$ cat src/rtl/ftc_fifo.sv
// ----------------------------------------------------------------------------
// ftc_fifo - small register queue
// Holds up to DEPTH items; DEPTH must be a power of two, which the block does not check.
// ----------------------------------------------------------------------------
module ftc_fifo #(
    parameter int DEPTH = 2,
    parameter int WIDTH = 8
) (
    input  logic             clk,
    input  logic             rst_n,
    input  logic             push,
    input  logic [WIDTH-1:0] wdata,
    output logic             full,
    input  logic             pop,
    output logic [WIDTH-1:0] rdata,
    output logic             empty
);

    localparam int AW = $clog2(DEPTH);
    localparam int CW = $clog2(DEPTH + 1);

    logic [WIDTH-1:0] slot_reg [DEPTH];
    logic [AW-1:0]    wr_ptr_reg, rd_ptr_reg;
    logic [CW-1:0]    count_reg, count_next;
    logic             do_push, do_pop;

    assign full    = (count_reg == CW'(DEPTH));
    assign empty   = (count_reg == '0);
    assign do_push = push && !full;
    assign do_pop  = pop && !empty;
    assign rdata   = slot_reg[rd_ptr_reg];
    assign count_next = count_reg + CW'(do_push) - CW'(do_pop);

    always_ff @(posedge clk or negedge rst_n)
    begin
        if (!rst_n)
        begin
            wr_ptr_reg <= '0;
            rd_ptr_reg <= '0;
            count_reg  <= '0;
        end
        else
        begin
            if (do_push)
                wr_ptr_reg <= wr_ptr_reg + AW'(1);
            if (do_pop)
                rd_ptr_reg <= rd_ptr_reg + AW'(1);
            count_reg <= count_next;
        end
    end

    always_ff @(posedge clk)
    begin
        if (do_push)
            slot_reg[wr_ptr_reg] <= wdata;
    end

endmodule

$ cat config.mk
export PLATFORM = sky130hd
export DESIGN_NAME = ftc_fifo
export DESIGN_NICKNAME = d
export VERILOG_FILES = /design/src/rtl/ftc_fifo.sv
export SDC_FILE = /design/constraint.sdc
export NUM_CORES = 1
export LEC_CHECK = 0
export BUFFER_PORTS_ARGS = -buffer_cell sky130_fd_sc_hd__buf_2
export CAP_MARGIN = 0
export CORE_ASPECT_RATIO = 1.25
export CORE_MARGIN = 2
export CORE_UTILIZATION = 26
export DETAILED_ROUTE_END_ITERATION = 10
export GPL_TIMING_DRIVEN = 0
export SETUP_SLACK_MARGIN = 0.3
export SYNTH_ARGS = -nofsm -noshare
export SYNTH_HDL_FRONTEND = slang
export SYNTH_SLANG_ARGS = --single-unit
export TNS_END_PERCENT = 20
$ cat constraint.sdc
create_clock -name clk -period 1.7 [get_ports clk]
set_clock_uncertainty 0.05 [all_clocks]
set_input_delay 0.085 -clock clk [delete_from_list [all_inputs] [get_ports clk]]
set_output_delay 0.085 -clock clk [all_outputs]
set_load 0.01 [all_outputs]
# Yosys cells after proc, flatten, opt, wreduce, memory -nomap -nowiden

Memories as Yosys holds them, arrays and structs flattened.
Cells that the tools add are included.

Register bits: 4
RAM bits: 16
Bits of input ports: 12
Output and inout bits: 10
Logic and storage cells: 16
Memories: 1

Add/sub/neg operators: 4
Equality and inequality tests: 1
Muxes and demuxes: 2
Reductions and logical operators: 5

Memory list:

| name     | depth | bits a word | rd ports | clocked after memory_dff | wr ports | RTL line | source |
|---|---|---|---|---|---|---|---|
| slot_reg | 2     | 8           | 1        | 0                        | 1        | 22       | `logic [WIDTH-1:0] slot_reg [DEPTH];` |

Operators with widths:

| cell                                        | count |
|---|---|
| 1-bit adder, second input constant          | 2 |
| 2-bit by 1-bit adder with 2-bit output      | 1 |
| 2-bit == test, second input constant        | 1 |
| 1-bit logical AND                           | 2 |
| 1-bit zero test                             | 2 |
| 2-bit zero test                             | 1 |
| 1-bit two-way mux                           | 2 |
| 2-bit by 1-bit subtractor with 2-bit output | 1 |

# Longest topological paths before layout

Word-level depth: 5
Depth in mapped cells: 7
Depth with buffers taken out: 7

# Least setup slack after synthesis

No wires, ideal clock.

Path kind: reg2reg
From: reg count_reg[0]
To: reg count_reg[1]
Setup time: 0.123 ns
Data arrival time: 1.352 ns
Data required time: 1.527 ns
Slack: 0.175 ns
Stages on the path, launching flop included: 8
Path buffers: 0
Clock period less this slack: 1.525 ns
Cell sequence: dfrtp_1 nor2_2 nor2b_2 ha_1 inv_1 ha_1 xnor2_1 xnor2_1

Elaborated cells on any way between the ends: 8
Those cells by class: 2 x add/sub; 1 x eq/ne; 5 x reduce/logical

RTL lines:

| item                                        | RTL line | source |
|---|---|---|
| start: declaration                          | 24       | `logic [CW-1:0] count_reg, count_next;` |
| start signal: assignment                    | 48       | `count_reg <= count_next;` |
| 2-bit zero test                             | 28       | `assign empty = (count_reg == '0);` |
| named net empty                             | 16       | `output logic empty` |
| 1-bit zero test                             | 30       | `assign do_pop = pop && !empty;` |
| 1-bit logical AND                           | 30       |  |
| named net do_pop                            | 25       | `logic do_push, do_pop;` |
| 2-bit by 1-bit subtractor with 2-bit output | 32       | `assign count_next = count_reg + CW'(do_push) - CW'(do_pop);` |
| named net count_next[1]                     | 24       |  |

The timed path passes the listed nets, and every way through them passes these cells.
A chain may end at the register's enable or synchronous reset.

# Worst setup path in the final report

From: reg count_reg[1]
To: reg count_reg[1]

Elaborated cells on any way between the ends: 8
Those cells by class: 2 x add/sub; 1 x eq/ne; 5 x reduce/logical

RTL lines:

| item                                        | RTL line |
|---|---|
| 2-bit zero test                             | 28 |
| 1-bit zero test                             | 30 |
| 1-bit logical AND                           | 30 |
| named net do_pop                            | 25 |
| 2-bit by 1-bit subtractor with 2-bit output | 32 |
| named net count_next[1]                     | 24 |

The timed path passes the listed nets, and every way through them passes these cells.

==> results.py <==
metrics = {
    "outcome": {
        "status": "completed",
    },
    "critical_path": {
        "r2r_cells": 7,
        "timing.rr.end": "count_reg[1]",
        "path_max_fanout": 3,
        "path_class": "reg -> reg",
        "worstSetupEndpointType": "flop",
        "crit_arrival_ns": 1.61,
        "r2r-start": "count_reg[1]",
        "cp-start-kind": "flop",
        "r2r_slack_ns": 0.21,
        "critPathRequiredTime_ns": 1.82,
    },
    "pwr": {
        "power.switching_mw": 0.542,
        "p_per_area_nw_per_um2": 1520,
        "leakage_nw": 0.452,
        "p_sw_share_pct": 31.4,
        "power_frac_seq_pct": 44.6,
        "p_int_mw": 1.18,
        "vdd_drop_max_mv": 0.722,
        "pwr-share-comb_pct": 43.1,
        "clkPwrFrac_pct": 12.4,
    },
    "synth": {
        "syn-instance-count": 43,
        "ys_types": 14,
        "ys_ff_latch": 20,
        "synth_seq_area_share_pct": 74.0,
        "syn_avg_cell_area_um2": 18.2,
        "yosys_warnings": 0,
        "syn-num-nets": 57,
        "syn_area_um2": 785,
    },
    "timing": {
        "slew_headroom_pct": 81.0,
        "maxSlewViolCount": 0,
        "rsz0062_at_grt": "true",
        "tightest_slew_ns": 0.284,
        "fin_crit_sh_pct": 87.7,
        "fin_setup_tns_ns": 0,
        "setup_viol": 0,
        "finalHoldViolCount": 0,
        "layout_setup_ws_ns": 0.209,
        "min_period_ns": 1.49,
        "max_freq_ghz": 0.671,
    },
    "clocking": {
        "clk-insertion-delay-late_ns": 0.28,
        "cts.sinks": 20,
        "clk_path_buf_depth": 2,
        "numCtsBuffers": 3,
        "cts_max_level": 1,
        "clk_pin_slew_ns": 0.10,
        "clockRootBuffer": "clkbuf_4",
        "cts_tree": "done",
    },
    "place": {
        "hpwl_um": 808,
        "io_buffers": 21,
        "place_congestion": 0.583,
        "pre_cts_slack_ns": 0.0144,
    },
    "global_routing": {
        "met3_usage_pct": 1.36,
        "grt.busiest_layer": "met2",
        "grt.total_usage_pct": 8.30,
        "use_met1_pct": 8.74,
        "overflow": 0,
        "grt_pass1_wl_um": 2040,
        "grt_max_degree": 12,
        "antenna_found_initial": 0,
        "gr-usage-met2_pct": 15.9,
        "grt_pass1_vias": 488,
    },
    "drt": {
        "route.detailed.drc": 0,
        "final_antenna_net_count": 0,
        "drtIter0Drc": 4,
        "wl_per_cell_um": 11.1,
        "wirelength_um": 1290,
        "vias": 458,
        "drtPass1Iterations": 2,
        "vias_per_cell": 3.95,
    },
    "layout": {
        "nNetsFinal": 95,
        "syn_to_final_growth_pct": 45.0,
        "final_common_cell": "buf_2",
        "nFillCells": 298,
        "layout-drive-gt1-share_pct": 60.0,
        "layout_common_cells": "21 x buf_2, 16 x edfxtp_1, 9 x dlygate4sd3_1",
        "num_antenna_cells": 0,
        "largest_reg_flops": 16,
        "fin_util_pct": 39.0,
    },
    "floorplanning": {
        "start_util_pct": 26.9,
        "die_w_um": 53.1,
        "ios": 22,
        "die-height_um": 65.4,
        "num_rows": 22,
        "dieArea_um2": 3480,
        "core_area_um2": 2920,
    },
    "hold_path": {
        "hold_class": "in -> async",
    },
    "job": {
        "cap_violations": 0,
    },
}
-- cells in the mapped netlist (all sizes together) --
cell | number | area [um^2]
edfxtp | 16 | 480
mux2 | 8 | 90.1
dfrtp | 4 | 100
xnor2 | 3 | 26.3
ha | 2 | 25.0
inv | 2 | 7.51
nor2 | 2 | 10.0
and3 | 1 | 6.26
buf | 1 | 11.3
nand2 | 1 | 3.75
nand2b | 1 | 6.26
nor2b | 1 | 8.76
xor2 | 1 | 8.76
-- metal layers --
metal	wire, um	vias up	part of all wire, %
met5	0	-	0
met2	728	11	57
met4	5	0	0.39
met3	68	2	5.3
li1	-	229	-
met1	482	216	38
-- critical path, cell delays in order (launching register included) --
cell,delay (ns)
dfrtp_2,0.47
nor2_4,0.10
nor2b_2,0.07
ha_4,0.26
inv_2,0.03
ha_4,0.15
xnor2_2,0.12
xnor2_1,0.13
-- how the worst max path moves through the flow --
| stage | startpoint | endpoint | slack (ns) |
|---|---|---|---|
| 2_1_floorplan | count_reg[1] | count_reg[1] | 0.19 |
| 3_3_place_gp | count_reg[0] | slot_reg[0][1] | 0.08 |
| 3_5_place_dp | count_reg[0] | slot_reg[0][2] | 0.01 |
| 4_1_cts | count_reg[1] | count_reg[1] | 0.21 |
| 5_1_grt | count_reg[1] | count_reg[1] | 0.15 |
| 6_report | count_reg[1] | count_reg[1] | 0.21 |
-- power by group through the flow --
stage / registers [mW] / clock network [mW] / logic, mW
2_1_floorplan: 0.758 / 0 / 0.431
3_3_place_gp: 0.765 / 0 / 0.597
3_5_place_dp: 0.770 / 0 / 0.606
4_1_cts: 0.767 / 0.229 / 0.758
5_1_grt: 0.780 / 0.249 / 0.825
6_report: 0.770 / 0.213 / 0.744
-- timing repair --
| item | 4_1_cts | 5_1_grt |
|---|---|---|
| hold buffers | 9 | 0 |
| hold endpoints to repair | 20 | 0 |
| gates resized for setup | 10 | 0 |
| pin swaps | 4 | 2 |
| setup buffers | 3 | 0 |
| setup endpoints to repair | 19 | 9 |
-- cell families (layout without fill, tap and decap cells) --
kind of cell / Yosys count / after routing / synth area share [%]
xor+xnor: 4 / 4 / 4.47
simple gates: 6 / 6 / 4.47
flops: 20 / 20 / 74.0
buf+inv: 3 / 40 / 2.39
fa+ha+maj: 2 / 2 / 3.19
mux: 8 / 8 / 11.5
-- through the flow --
stage          total power [mW]  cell area, um^2  hold slack, ns  instances
6_report                   1.73             1140          0.0718        116
5_1_grt                    1.85             1140          0.0701        116
4_1_cts                    1.75             1140          0.0635        116
3_5_place_dp               1.38              951          -0.149        100
3_3_place_gp               1.36              951          -0.152        100
2_1_floorplan              1.19              801          -0.261         43
-- area by class of cell --
| cell class | instances | area, um^2 | area share (%) |
|---|---|---|---|
| Buffer | 1 | 11.3 | 0.990 |
| Clock buffer | 4 | 26.3 | 2.31 |
| Inverter | 2 | 7.51 | 0.660 |
| Multi-Input combinational cell | 20 | 246 | 21.7 |
| Sequential cell | 20 | 583 | 51.3 |
| Tap cell | 36 | 45.0 | 3.96 |
| Timing Repair Buffer | 33 | 218 | 19.1 |
Note: power is estimated with default switching activity, not from simulation.
